<file path="config.mk">
export PLATFORM = sky130hd
export DESIGN_NAME = complementary_filter_roll_unit
export DESIGN_NICKNAME = d
export VERILOG_FILES = /design/src/hw/rtl/crf_pkg.sv /design/src/hw/rtl/complementary_filter_roll_unit.sv /design/src/hw/rtl/crf_cordic.sv /design/src/hw/rtl/crf_divider.sv
export SDC_FILE = /design/constraint.sdc
export NUM_CORES = 2
export LEC_CHECK = 0
export BUFFER_PORTS_ARGS = -buffer_cell sky130_fd_sc_hd__buf_2
export CORE_MARGIN = 1.5
export CORE_UTILIZATION = 60
export CTS_BUF_LIST = sky130_fd_sc_hd__clkbuf_4
export CTS_CLUSTER_SIZE = 16
export DETAILED_ROUTE_END_ITERATION = 10
export PLACE_DENSITY = 0.8
export SLEW_MARGIN = 10
export SYNTH_ARGS = -nofsm -noshare
export SYNTH_HDL_FRONTEND = slang
export SYNTH_HIERARCHICAL = 1
export SYNTH_SLANG_ARGS = --single-unit
</file>
<file path="constraint.sdc">
create_clock -name clock -period 7.9 [get_ports clock]
set_input_delay 0.79 -clock clock [delete_from_list [all_inputs] [get_ports clock]]
set_output_delay 0.79 -clock clock [all_outputs]
set_load 0.01 [all_outputs]
</file>
<file path="src/hw/rtl/crf_pkg.sv">
// Shared constants, tables and types for the complementary roll filter.
package crf_pkg;

   // CORDIC atan2 sizing.
   localparam int CORDIC_STEPS = 16;
   localparam int ATAN_LEN     = 24;
   localparam int STEP_W       = 5;
   localparam int CW           = 35;
   localparam int AW           = 26;

   // Rotation divider sizing: 48-bit dividend, two quotient bits per cycle.
   localparam int DIV_N_W    = 48;
   localparam int DIV_R_W    = 17;
   localparam int DIV_CYCLES = 24;
   localparam int DIV_CNT_W  = 5;
   localparam int MAG_W      = 31;
   localparam int QW         = 34;

   // Shared multiplier sizing.
   localparam int MUL_A_W = 35;
   localparam int MUL_B_W = 18;
   localparam int PROD_W  = 53;

   // Angle constants in Q16.16 degrees.
   localparam logic signed [AW-1:0] HALF_TURN    = 26'sd11796480;
   localparam logic signed [AW-1:0] QUARTER_TURN = 26'sd5898240;

   // Configuration register indexes.
   localparam int CSR_IDX_W = 2;
   localparam logic [CSR_IDX_W-1:0] CSR_GYRO_RANGE   = 2'd0;
   localparam logic [CSR_IDX_W-1:0] CSR_BLEND_WEIGHT = 2'd1;
   localparam logic [15:0] BLEND_WEIGHT_RESET = 16'd64225;

   // atan(2^-i) in Q16.16 degrees, rounded to nearest.
   localparam logic [22:0] ATAN_TABLE [ATAN_LEN] = '{
      23'd2949120, 23'd1740967, 23'd919879, 23'd466945, 23'd234379, 23'd117304,
      23'd58666, 23'd29335, 23'd14668, 23'd7334, 23'd3667, 23'd1833,
      23'd917, 23'd458, 23'd229, 23'd115, 23'd57, 23'd29,
      23'd14, 23'd7, 23'd4, 23'd2, 23'd1, 23'd0
   };

   // Gyro sensitivity times 1000 ms, and half of it for rounding.
   localparam logic [DIV_R_W-1:0] DIVISOR [4] = '{
      17'd131000, 17'd65500, 17'd32800, 17'd16400
   };
   localparam logic [15:0] DIVISOR_HALF [4] = '{
      16'd65500, 16'd32750, 16'd16400, 16'd8200
   };

   // Sequencer states of the top level.
   typedef enum logic [7:0] {
      ST_IDLE      = 8'b00000001,
      ST_RATE_MUL  = 8'b00000010,
      ST_DIV_START = 8'b00000100,
      ST_WAIT      = 8'b00001000,
      ST_BLEND_A   = 8'b00010000,
      ST_BLEND_B   = 8'b00100000,
      ST_BLEND_C   = 8'b01000000,
      ST_FINISH    = 8'b10000000
   } state_type;

endpackage

</file>
<file path="src/hw/rtl/complementary_filter_roll_unit.sv">
// Top level of the complementary roll filter: sequencer, shared multiplier, state.
//
// Requests carry one IMU sample (accel Y, accel Z, gyro X, elapsed ms) on the
// req_ channel; each request produces exactly one response on the rsp_ channel
// with the filtered roll and the accelerometer-only roll, both in 1/256 degree.
// A request is taken when req_valid is high and req_stall is low; a response is
// taken when rsp_valid is high and rsp_stall is low.
// A new request is taken in the cycle after the response is loaded. The rotation
// divider, which produces two quotient bits per cycle, sets the pace; the
// 16-step CORDIC runs alongside it, and the rate product and the two blend
// products share one 35x18 multiplier, one per cycle.
// The response sits in an output register: while it waits, the next request is
// already accepted and computed, and only the loading of its response waits for
// the slot to be taken.
// csr_ writes set gyro_range (index 0) and blend_weight (index 1); csr_ready is
// always high and other indexes are ignored. Write only while idle.
// Reset (synchronous) clears the filtered angle to zero degrees, sets the gyro
// range to 250 dps and the blend weight to 64225, and drops rsp_valid.
module complementary_filter_roll_unit (
   input  logic                clock,
   input  logic                reset,

   input  logic                req_valid,
   output logic                req_stall,
   input  logic signed [15:0]  req_accel_y,
   input  logic signed [15:0]  req_accel_z,
   input  logic signed [15:0]  req_gyro_x,
   input  logic [15:0]         req_elapsed_ms,

   output logic                rsp_valid,
   input  logic                rsp_stall,
   output logic signed [23:0]  rsp_roll_angle,
   output logic signed [16:0]  rsp_accel_roll,

   input  logic                csr_valid,
   output logic                csr_ready,
   input  logic [1:0]          csr_index,
   input  logic [15:0]         csr_data
);

   crf_pkg::state_type                       state_ff, state_in;

   logic [1:0]                               gyro_range_ff;
   logic [15:0]                              blend_weight_ff;

   logic signed [15:0]                       gyro_ff;
   logic [15:0]                              ms_ff;
   logic signed [crf_pkg::PROD_W-1:0]        prod_ff;
   logic                                     neg_ff;
   logic signed [crf_pkg::QW-1:0]            rot_ff;
   logic signed [crf_pkg::AW-1:0]            accel_ff;
   logic signed [crf_pkg::PROD_W-1:0]        sum_ff;
   logic signed [31:0]                       angle_ff;

   logic                                     rsp_valid_ff;
   logic signed [23:0]                       rsp_roll_ff;
   logic signed [16:0]                       rsp_accel_ff;

   logic                                     req_take;
   logic                                     rsp_free;
   logic                                     finish_go;

   logic signed [crf_pkg::MUL_A_W-1:0]       mul_a;
   logic signed [crf_pkg::MUL_B_W-1:0]       mul_b;
   logic signed [crf_pkg::PROD_W-1:0]        mul_p;

   logic signed [31:0]                       prod_lo;
   logic signed [31:0]                       prod_mag;
   logic                                     div_start;
   logic                                     div_busy;
   logic [crf_pkg::QW-1:0]                   div_quot;
   logic                                     cor_busy;
   logic signed [crf_pkg::AW-1:0]            cor_angle;

   logic signed [36:0]                       nv_wide;
   logic signed [31:0]                       nv_sat;
   logic signed [32:0]                       ro_sum;
   logic signed [24:0]                       ro_wide;
   logic signed [23:0]                       ro_sat;
   logic signed [crf_pkg::AW:0]              ar_sum;
   logic signed [18:0]                       ar_wide;
   logic signed [16:0]                       ar_sat;

   assign req_take  = req_valid && !req_stall;
   assign req_stall = (state_ff != crf_pkg::ST_IDLE);
   assign rsp_free  = !rsp_valid_ff || !rsp_stall;
   assign finish_go = (state_ff == crf_pkg::ST_FINISH) && rsp_free;
   assign csr_ready = 1'b1;

   // Accelerometer angle, started as soon as the request is taken.
   crf_cordic u_cordic (
      .clock   (clock),
      .reset   (reset),
      .start   (req_take),
      .accel_y (req_accel_y),
      .accel_z (req_accel_z),
      .busy    (cor_busy),
      .angle   (cor_angle)
   );

   // Magnitude of gyro_x * elapsed_ms for the rotation divider.
   always_comb begin
      prod_lo  = prod_ff[31:0];
      prod_mag = prod_lo[31] ? (32'sd0 - prod_lo) : prod_lo;
   end

   assign div_start = (state_ff == crf_pkg::ST_DIV_START);

   crf_divider u_divider (
      .clock      (clock),
      .reset      (reset),
      .start      (div_start),
      .magnitude  (prod_mag[crf_pkg::MAG_W-1:0]),
      .gyro_range (gyro_range_ff),
      .busy       (div_busy),
      .quotient   (div_quot)
   );

   // Shared multiplier operand selection.
   always_comb begin
      mul_a = '0;
      mul_b = '0;
      unique case (state_ff)
         crf_pkg::ST_RATE_MUL: begin
            mul_a = {{(crf_pkg::MUL_A_W - 16){gyro_ff[15]}}, gyro_ff};
            mul_b = {2'b00, ms_ff};
         end
         crf_pkg::ST_BLEND_A: begin
            mul_a = {{3{angle_ff[31]}}, angle_ff} + {rot_ff[crf_pkg::QW-1], rot_ff};
            mul_b = {2'b00, blend_weight_ff};
         end
         crf_pkg::ST_BLEND_B: begin
            mul_a = {{(crf_pkg::MUL_A_W - crf_pkg::AW){accel_ff[crf_pkg::AW-1]}}, accel_ff};
            mul_b = 18'sd65536 - {2'b00, blend_weight_ff};
         end
         default: begin
            mul_a = '0;
            mul_b = '0;
         end
      endcase
   end

   assign mul_p = mul_a * mul_b;

   // Round the blended sum into the state, then into the response fields.
   always_comb begin
      nv_wide = sum_ff[crf_pkg::PROD_W-1:16];
      if (!nv_wide[36] && (nv_wide[35:31] != 5'b00000)) begin
         nv_sat = 32'sh7FFFFFFF;
      end else if (nv_wide[36] && (nv_wide[35:31] != 5'b11111)) begin
         nv_sat = 32'sh80000000;
      end else begin
         nv_sat = nv_wide[31:0];
      end

      ro_sum  = {nv_sat[31], nv_sat} + 33'sd128;
      ro_wide = ro_sum[32:8];
      if (!ro_wide[24] && ro_wide[23]) begin
         ro_sat = 24'sh7FFFFF;
      end else if (ro_wide[24] && !ro_wide[23]) begin
         ro_sat = 24'sh800000;
      end else begin
         ro_sat = ro_wide[23:0];
      end

      ar_sum  = {accel_ff[crf_pkg::AW-1], accel_ff} + 27'sd128;
      ar_wide = ar_sum[crf_pkg::AW:8];
      if (ar_wide > 19'sd46080) begin
         ar_sat = 17'sd46080;
      end else if (ar_wide < -19'sd46080) begin
         ar_sat = -17'sd46080;
      end else begin
         ar_sat = ar_wide[16:0];
      end
   end

   // Sequencer.
   always_comb begin
      state_in = state_ff;
      unique case (state_ff)
         crf_pkg::ST_IDLE: begin
            if (req_take) begin
               state_in = crf_pkg::ST_RATE_MUL;
            end
         end
         crf_pkg::ST_RATE_MUL:  state_in = crf_pkg::ST_DIV_START;
         crf_pkg::ST_DIV_START: state_in = crf_pkg::ST_WAIT;
         crf_pkg::ST_WAIT: begin
            if (!div_busy && !cor_busy) begin
               state_in = crf_pkg::ST_BLEND_A;
            end
         end
         crf_pkg::ST_BLEND_A: state_in = crf_pkg::ST_BLEND_B;
         crf_pkg::ST_BLEND_B: state_in = crf_pkg::ST_BLEND_C;
         crf_pkg::ST_BLEND_C: state_in = crf_pkg::ST_FINISH;
         crf_pkg::ST_FINISH: begin
            if (rsp_free) begin
               state_in = crf_pkg::ST_IDLE;
            end
         end
         default: state_in = crf_pkg::ST_IDLE;
      endcase
   end

   // Control state, configuration registers and filter state.
   always_ff @(posedge clock) begin
      if (reset) begin
         state_ff        <= crf_pkg::ST_IDLE;
         rsp_valid_ff    <= 1'b0;
         gyro_range_ff   <= 2'd0;
         blend_weight_ff <= crf_pkg::BLEND_WEIGHT_RESET;
         angle_ff        <= '0;
      end else begin
         state_ff <= state_in;
         if (finish_go) begin
            rsp_valid_ff <= 1'b1;
            angle_ff     <= nv_sat;
         end else if (rsp_valid_ff && !rsp_stall) begin
            rsp_valid_ff <= 1'b0;
         end
         if (csr_valid && csr_ready) begin
            unique case (csr_index)
               crf_pkg::CSR_GYRO_RANGE:   gyro_range_ff   <= csr_data[1:0];
               crf_pkg::CSR_BLEND_WEIGHT: blend_weight_ff <= csr_data;
               default: ;
            endcase
         end
      end
   end

   // Datapath registers.
   always_ff @(posedge clock) begin
      if (req_take) begin
         gyro_ff <= req_gyro_x;
         ms_ff   <= req_elapsed_ms;
      end
      if ((state_ff == crf_pkg::ST_RATE_MUL) || (state_ff == crf_pkg::ST_BLEND_A) ||
          (state_ff == crf_pkg::ST_BLEND_B)) begin
         prod_ff <= mul_p;
      end
      if (state_ff == crf_pkg::ST_DIV_START) begin
         neg_ff <= prod_lo[31];
      end
      if ((state_ff == crf_pkg::ST_WAIT) && !div_busy && !cor_busy) begin
         rot_ff   <= neg_ff ? (crf_pkg::QW'(0) - div_quot) : div_quot;
         accel_ff <= cor_angle;
      end
      if (state_ff == crf_pkg::ST_BLEND_B) begin
         sum_ff <= prod_ff;
      end
      if (state_ff == crf_pkg::ST_BLEND_C) begin
         sum_ff <= sum_ff + prod_ff + 53'sd32768;
      end
      if (finish_go) begin
         rsp_roll_ff  <= ro_sat;
         rsp_accel_ff <= ar_sat;
      end
   end

   assign rsp_valid      = rsp_valid_ff;
   assign rsp_roll_angle = rsp_roll_ff;
   assign rsp_accel_roll = rsp_accel_ff;

endmodule

</file>
<file path="src/hw/rtl/crf_cordic.sv">
// Iterative vectoring CORDIC that gives atan2(y, z) in Q16.16 degrees.
module crf_cordic (
   input  logic                             clock,
   input  logic                             reset,
   input  logic                             start,
   input  logic signed [15:0]               accel_y,
   input  logic signed [15:0]               accel_z,
   output logic                             busy,
   output logic signed [crf_pkg::AW-1:0]    angle
);

   logic                             busy_ff, busy_in;
   logic [crf_pkg::STEP_W-1:0]       step_ff, step_in;
   logic signed [crf_pkg::CW-1:0]    x_ff, x_in;
   logic signed [crf_pkg::CW-1:0]    y_ff, y_in;
   logic signed [crf_pkg::AW-1:0]    acc_ff, acc_in;
   logic                             special_ff, special_in;

   logic signed [16:0]               x0, y0;
   logic signed [crf_pkg::AW-1:0]    acc0;
   logic                             special0;
   logic signed [crf_pkg::CW-1:0]    dx, dy;
   logic signed [crf_pkg::AW-1:0]    atan_val;
   logic                             last_step;

   // Pre-rotation into the right half plane, plus the axis special cases.
   always_comb begin
      special0 = (accel_y == 16'sd0) && (accel_z[15] || (accel_z == 16'sd0));
      if (accel_z[15]) begin
         if (!accel_y[15]) begin
            x0   = {accel_y[15], accel_y};
            y0   = 17'sd0 - {accel_z[15], accel_z};
            acc0 = crf_pkg::QUARTER_TURN;
         end else begin
            x0   = 17'sd0 - {accel_y[15], accel_y};
            y0   = {accel_z[15], accel_z};
            acc0 = -crf_pkg::QUARTER_TURN;
         end
      end else begin
         x0   = {accel_z[15], accel_z};
         y0   = {accel_y[15], accel_y};
         acc0 = '0;
      end
      if (special0) begin
         acc0 = (accel_z == 16'sd0) ? '0 : crf_pkg::HALF_TURN;
      end
   end

   // One micro-rotation per cycle.
   always_comb begin
      dx        = y_ff >>> step_ff;
      dy        = x_ff >>> step_ff;
      atan_val  = {3'b000, crf_pkg::ATAN_TABLE[step_ff]};
      last_step = (step_ff == crf_pkg::STEP_W'(crf_pkg::CORDIC_STEPS - 1));
   end

   // Next-state logic for the iteration.
   always_comb begin
      busy_in    = busy_ff;
      step_in    = step_ff;
      x_in       = x_ff;
      y_in       = y_ff;
      acc_in     = acc_ff;
      special_in = special_ff;
      if (start) begin
         busy_in    = 1'b1;
         step_in    = '0;
         x_in       = {{2{x0[16]}}, x0, 16'b0};
         y_in       = {{2{y0[16]}}, y0, 16'b0};
         acc_in     = acc0;
         special_in = special0;
      end else if (busy_ff) begin
         if (!y_ff[crf_pkg::CW-1] && (y_ff != '0)) begin
            x_in = x_ff + dx;
            y_in = y_ff - dy;
            if (!special_ff) begin
               acc_in = acc_ff + atan_val;
            end
         end else begin
            x_in = x_ff - dx;
            y_in = y_ff + dy;
            if (!special_ff) begin
               acc_in = acc_ff - atan_val;
            end
         end
         if (last_step) begin
            busy_in = 1'b0;
         end else begin
            step_in = step_ff + 1'b1;
         end
      end
   end

   // Control registers.
   always_ff @(posedge clock) begin
      if (reset) begin
         busy_ff <= 1'b0;
      end else begin
         busy_ff <= busy_in;
      end
   end

   // Datapath registers.
   always_ff @(posedge clock) begin
      step_ff    <= step_in;
      x_ff       <= x_in;
      y_ff       <= y_in;
      acc_ff     <= acc_in;
      special_ff <= special_in;
   end

   // Clamp the accumulated angle to a half turn either way.
   always_comb begin
      if (acc_ff > crf_pkg::HALF_TURN) begin
         angle = crf_pkg::HALF_TURN;
      end else if (acc_ff < -crf_pkg::HALF_TURN) begin
         angle = -crf_pkg::HALF_TURN;
      end else begin
         angle = acc_ff;
      end
   end

   assign busy = busy_ff;

endmodule

</file>
<file path="src/hw/rtl/crf_divider.sv">
// Restoring divider, two quotient bits per cycle, for the gyro rotation.
module crf_divider (
   input  logic                          clock,
   input  logic                          reset,
   input  logic                          start,
   input  logic [crf_pkg::MAG_W-1:0]     magnitude,
   input  logic [1:0]                    gyro_range,
   output logic                          busy,
   output logic [crf_pkg::QW-1:0]        quotient
);

   logic                              busy_ff, busy_in;
   logic [crf_pkg::DIV_CNT_W-1:0]     cnt_ff, cnt_in;
   logic [crf_pkg::DIV_N_W-1:0]       n_ff, n_in;
   logic [crf_pkg::DIV_R_W-1:0]       r_ff, r_in;
   logic [crf_pkg::DIV_R_W-1:0]       d_ff, d_in;

   logic [crf_pkg::DIV_R_W:0]         t1, t2, d_ext;
   logic [crf_pkg::DIV_R_W-1:0]       r1, r2;
   logic                              ge1, ge2;

   // Two compare-and-subtract steps; the dividend shifts out as quotient shifts in.
   always_comb begin
      d_ext = {1'b0, d_ff};
      t1    = {r_ff, n_ff[crf_pkg::DIV_N_W-1]};
      ge1   = (t1 >= d_ext);
      r1    = ge1 ? crf_pkg::DIV_R_W'(t1 - d_ext) : t1[crf_pkg::DIV_R_W-1:0];
      t2    = {r1, n_ff[crf_pkg::DIV_N_W-2]};
      ge2   = (t2 >= d_ext);
      r2    = ge2 ? crf_pkg::DIV_R_W'(t2 - d_ext) : t2[crf_pkg::DIV_R_W-1:0];
   end

   // The rounding half of the divisor fills the low bits of the shifted dividend.
   always_comb begin
      busy_in = busy_ff;
      cnt_in  = cnt_ff;
      n_in    = n_ff;
      r_in    = r_ff;
      d_in    = d_ff;
      if (start) begin
         busy_in = 1'b1;
         cnt_in  = '0;
         n_in    = {1'b0, magnitude, crf_pkg::DIVISOR_HALF[gyro_range]};
         r_in    = '0;
         d_in    = crf_pkg::DIVISOR[gyro_range];
      end else if (busy_ff) begin
         n_in = {n_ff[crf_pkg::DIV_N_W-3:0], ge1, ge2};
         r_in = r2;
         if (cnt_ff == crf_pkg::DIV_CNT_W'(crf_pkg::DIV_CYCLES - 1)) begin
            busy_in = 1'b0;
         end else begin
            cnt_in = cnt_ff + 1'b1;
         end
      end
   end

   // Control registers.
   always_ff @(posedge clock) begin
      if (reset) begin
         busy_ff <= 1'b0;
      end else begin
         busy_ff <= busy_in;
      end
   end

   // Datapath registers.
   always_ff @(posedge clock) begin
      cnt_ff <= cnt_in;
      n_ff   <= n_in;
      r_ff   <= r_in;
      d_ff   <= d_in;
   end

   assign busy     = busy_ff;
   assign quotient = n_ff[crf_pkg::QW-1:0];

endmodule

</file>
# == Yosys cells after proc, flatten, opt, wreduce, memory -nomap -nowiden ==
# Memory sizes are Yosys's and may differ from the RTL's.
# Cells that the tools add are included.
# op_classes
bitwise,4
n_addsub,20
n_lt_le_gt_ge,8
n_reduce_logical,42
n_mux,54
n_eq_ne,17
shifts,2
multipliers,1
# op_table
op,n
$mux W26,9
$mux W35,6
$mux W17,9
$mux W53,2
$pmux W35 S3,1
$mux W47,2
$add A35 B35 Y35,2
$sshr A35 B5 Y35,2
$sub A35 B35 Y35,2
$mux W32,2
$pmux W8 S8,1
$pmux W18 S3,1
$add A53 B17 Y53 const B,1
$add A53 B53 Y53,1
$mul A35 B18 Y53,1
$mux W24,2
$mux W23,2
$ge A18 B17 Y1,2
$add A32 B34 Y35,1
$reduce_bool A35 Y1,1
$bmux W17 S2,1
$mux W34,1
$sub A1 B16 Y17 const A,2
$sub A1 B34 Y34 const A,1
other kinds (46),93
# word_totals
romBits,736
word_cells,179
out_inout_bits,44
memories,1
inputBits,87
reg_bits,490
# memory_table
name,words,word_bits,rd,rd_ports_with_merged_regs,wr,line,rtl
(no name shown),32,23,1,0,0,crf_cordic.sv:53,"atan_val = {3'b000, crf_pkg::ATAN_TABLE[step_ff]};"

# == Depth between registers and ports, before layout ==
# logic_depth
depth_word,9
mapped_depth,38
depth_no_buf,37

# == Modules after synthesis ==
# The synthesis kept the hierarchy.
# modules_own_cells
mod,n_inst,seq_area_each_um2,area_per_inst_um2,cells_each
complementary_filter_roll_unit,1,8388.0,38922.3,4298
crf_cordic,1,2712.6,17091.4,2043
crf_divider,1,2072.0,5220.0,522

# == Worst setup path before layout ==
# OpenSTA, ideal clock, no wires.
# synth_timing
path_kind,register -> register
startpoint,register rot_ff[1] in the netlist's numbering
endpoint,register prod_ff[44] in the netlist's numbering (data pin)
path_slack_ns,-0.775
t_required_ns,7.636
setup_time_ns,0.264
n_path_buf,0
period_less_slack_ns,8.675
stages_incl_launch_ff,34
arrival_time_ns,8.412
path_cell_list,edfxtp_1 -> ha_1 -> a21o_1 -> a21o_1 -> a2111o_1 -> a31oi_1 -> o21ai_0 -> nand3_1 -> nand2_1 -> xor2_1 -> a221oi_1 -> nor2_1 -> fa_1 -> inv_1 -> fa_1 -> fa_1 -> inv_1 -> fa_1 -> fa_1 -> inv_1 -> fa_1 -> inv_1 -> ha_1 -> a21o_1 -> a21o_1 -> a21oi_1 -> o21ai_0 -> or2_2 -> a31oi_1 -> o21ai_0 -> a31oi_1 -> o21ai_0 -> a221oi_1 -> xnor2_1
# synth_between
elab_chain_cells,3
# synth_lines
item,line,rtl
from (decl),complementary_filter_roll_unit.sv:50,logic signed [crf_pkg::QW-1:0] rot_ff;
from (signal assigned),complementary_filter_roll_unit.sv:245,rot_ff <= neg_ff ? (crf_pkg::QW'(0) - div_quot) : div_quot;
$add A32 B34 Y35,complementary_filter_roll_unit.sv:129,"mul_a = {{3{angle_ff[31]}}, angle_ff} + {rot_ff[crf_pkg::QW-1], rot_ff};"
$pmux W35 S3,complementary_filter_roll_unit.sv:123,unique case (state_ff)
$mul A35 B18 Y53,complementary_filter_roll_unit.sv:143,assign mul_p = mul_a * mul_b;
via mul_p (one bit),complementary_filter_roll_unit.sv:65,logic signed [crf_pkg::PROD_W-1:0] mul_p;
to (signal assigned),complementary_filter_roll_unit.sv:239,prod_ff <= mul_p;
to (decl),complementary_filter_roll_unit.sv:48,logic signed [crf_pkg::PROD_W-1:0] prod_ff;
# The timed path passes the listed nets, and every way through them passes these cells.
# A chain may end at the register's enable or synchronous reset.

# == Final worst setup path ==
# layout_timing
startpoint,register rot_ff[11] in the netlist's numbering
endpoint,register prod_ff[43] in the netlist's numbering (data pin)
# The elaborated chain is that of the path after synthesis.

==> metrics.md <==
| Metric | Value |
|---|---|
| Antenna violations before repair | 12 |
| Slew @ Worst Pin | 1.091 ns |
| Layout Utilization | 0.6974 |
| Post-synth EDFFs | 358 |
| R2R setup slack | -0.68 ns |
| Synth Register Bits | 479 |
| DP HPWL | 156800 µm |
| Area taken by multi-input logic gates | 45040 µm² |
| # port buffers | 129 |
| Via/cell ratio | 6.334 |
| Die width | 322.5 µm |
| Most frequent cells in the layout | 777 x nand2_1, 719 x inv_1, 554 x nor2_1, 549 x fa_1, 535 x buf_4 |
| Final setup fails | 31 |
| Drt initial violations | 6460 |
| Largest net degree at the start of global routing | 113 |
| Comb pwr share | 0.692 |
| Root Buffer | clkbuf_4 |
| Via count | 56270 |
| Top_reg_cell synth | edfxtp_1 |
| Cell count after synthesis | 6863 |
| Min Tclk post-route | 8.583 ns |
| Initial Utilization | 0.6036 |
| Cell-internal power | 10630 µW |
| Worst vdd ir | 0.0005577 V |
| Final hold vios | 0 |
| Num CTS Buffers | 134 |
| Core Region | 101400 µm² |
| Reg-to-reg startpoint | rot_ff[11] |
| Register share of total power | 0.199 |
| Share of cells above drive strength 1 | 0.1991 |
| Critical-path top delay cell | fa_1 |
| Post-Layout Cell Count | 8885 |
| Layout area overhead | 15.54% |
| Hold WS | 0.1334 ns |
| Failing checks | negative setup slack |
| Clock buffer depth | 3 |
| HP Class | in -> reg |
| Final setup margin | -0.6833 ns |
| Pwr Total | 21500 µW |
| FF+latch area | 13190 µm² |
| CP Capture Type | flip-flop |
| Worst Setup EP | prod_ff[43] |
| Die ar. | 104000 µm² |
| Vias in the first global route | 55060 |
| GRT overflow | 0 |
| Seq/Total Area, Yosys | 0.2151 |
| Netlist cell types | 123 |
| WP depth | 35 |
| Row Count | 117 |
| Worst-path clk slew | 0.06 ns |
| Maxcap violations | 0 |
| Gpl congestion | 1.036 |
| R2R Path End | prod_ff[43] |
| Synth Warn # | 6 |
| Critical path class | reg -> reg |
| Setup crit start | rot_ff[11] |
| Clock power share | 0.109 |
| RSZ-0062 raised after global routing | true |
| Commonest non-fill, non-tap cell in the layout | nand2_1 |
| GRT Resource Usage Total | 0.3836 |
| Placed instance count | 8548 |
| CP required | 8.65 ns |
| DRC | 0 |
| Slew headroom | 0.2675 |
| Crit path buffers/inverters | 8 |
| Clock latency on the worst-skew pair | 1.06 ns |
| Syn Area/Cell | 8.922 µm² |
| Max incr delay on CP | 0.58 ns |
| Filler cells | 7664 |
| Slew Limit Fails | 0 |
| Clk_skew | 0.1026 ns |
| Synth async-reset ratio | 0 |
| Die height | 322.5 µm |
| Status | finished, violations left |
| Pleak | 0.03117 µW |
| Final Cycle Share | 1.086 |
| Pwr dens | 304.0 nW/µm² |
| Net Switching | 10870 µW |
| WL final | 202500 µm |
| CP max FO | 4 |
| Crit path launch type | flip-flop |
| First-pass GRT wire length | 309100 µm |
| First-pass iteration count of the detailed router | 7 |
| Reg2Reg Depth | 35 |
| Final ANT Viol Nets | 0 |
| Sw Share | 0.5057 |
| Wire length per cell | 22.79 µm |
| CTS tree | built |
| Htree depth | 4 |
| Max frequency | 0.1165 GHz |
| Clk sinks | 479 |
| Critical Path AT | 9.33 ns |
| Final #Nets | 8471 |
| Mapped Nets | 7924 |
| Post-Syn Area | 61230 µm² |
| Most used cell, CP | fa_1 |
| Top delay family on crit path | adder cells |
| I/O pin total | 131 |
power by group through the flow:
stage	logic [µW]	clock network [µW]	registers, µW
after floorplan	10700	0	3790
after global placement	13800	0	4240
after detailed placement	14200	0	4260
after CTS	14300	2370	4210
after global routing	16100	2490	4290
final	14900	2340	4280
flip-flops by register name (all words and copies together), names as in the netlist, 2 cells and up:
signal	count
u_divider/n_ff	48
angle_ff	32
sum_ff	53
rsp_roll_angle	24
u_cordic/step_ff	5
rsp_accel_roll	17
u_divider/d_ff	6
state_ff	8
u_cordic/acc_ff	26
prod_ff	53
u_divider/r_ff	17
u_cordic/x_ff	35
rot_ff	34
blend_weight_ff	16
accel_ff	26
gyro_ff	16
gyro_range_ff	2
ms_ff	16
u_cordic/y_ff	35
u_divider/cnt_ff	5
final cells by class:
| class | instances | share of cell area |
|---|---|---|
| clock buffer | 189 | 0.02005 |
| inverter | 759 | 0.04030 |
| antenna | 7 | 0.0002476 |
| timing repair buffer | 783 | 0.08839 |
| clock inverter | 47 | 0.003838 |
| tap | 1368 | 0.02419 |
| sequential | 479 | 0.1864 |
| multi-input combinational | 5253 | 0.6366 |
repair_timing:
action,4_1_cts,5_1_grt
setup endpoints to repair,32,37
pin swaps,180,131
setup buffers,38,32
hold buffers,47,0
resized for setup,153,126
hold endpoints to repair,47,0
cells in the mapped netlist (all sizes together), types with 90 or more instances:
master / instances / area, µm²
nand2: 816 / 3070
inv: 759 / 2849
nor2: 576 / 2162
fa: 567 / 11350
ha: 407 / 5092
o21ai: 371 / 1857
edfxtp: 358 / 10750
a21oi: 335 / 1695
xnor2: 274 / 2400
clkbuf: 251 / 952.2
xor2: 149 / 1305
a21o: 137 / 1028
buf: 121 / 798.3
dfxtp: 121 / 2422
nand3: 109 / 550.5
nor3: 107 / 550.5
mux2: 91 / 1047
and2: 90 / 563.0
through the flow:
step | instance area, µm² | setup TNS, ns | setup slack, ns
finish | 70750 | -13.08 | -0.6833
global route | 70750 | -21.28 | -0.9731
CTS | 70120 | -7.502 | -0.4704
detailed placement | 67120 | -14.05 | -0.7210
global placement | 67120 | -11.00 | -0.6548
floorplan | 61900 | -0.06541 | -0.05689
layer usage:
| layer | wire, µm | up-vias | global-route usage |
|---|---|---|---|
| li1 | - | 24870 | - |
| met1 | 77950 | 27320 | 0.5018 |
| met2 | 91760 | 3398 | 0.6033 |
| met3 | 22950 | 677 | 0.09826 |
| met4 | 9794 | 8 | 0.1650 |
| met5 | 53 | - | 0 |
worst min-delay path by stage:
stage                 start            endpoint  slack (ns)  depth (start not counted)
4_1_cts         csr_data[0]  blend_weight_ff[0]       0.004                          2
2_1_floorplan  angle_ff[24]        angle_ff[24]        0.44                          2
5_1_grt         csr_data[0]  blend_weight_ff[0]        0.10                          2
3_5_place_dp   angle_ff[10]        angle_ff[10]        0.46                          2
3_3_place_gp    angle_ff[0]         angle_ff[0]        0.45                          2
6_report        csr_data[0]  blend_weight_ff[0]        0.13                          2
cell families (layout without fill, tap and decap cells):
logic type | after synthesis | after routing | share of synthesized area
AOI/OAI and AO/OA | 1494 | 1494 | 0.1607
xor gates and xnor gates | 424 | 424 | 0.06087
adders and majority gates | 978 | 978 | 0.2692
buffers and inverters | 1131 | 1778 | 0.07511
DFF | 479 | 479 | 0.2151
muxes | 259 | 259 | 0.06118
other | 1 | 8 | 0.00006124
and+or+nand+nor | 2097 | 2097 | 0.1578
Power figures use the tool's default switching activity.
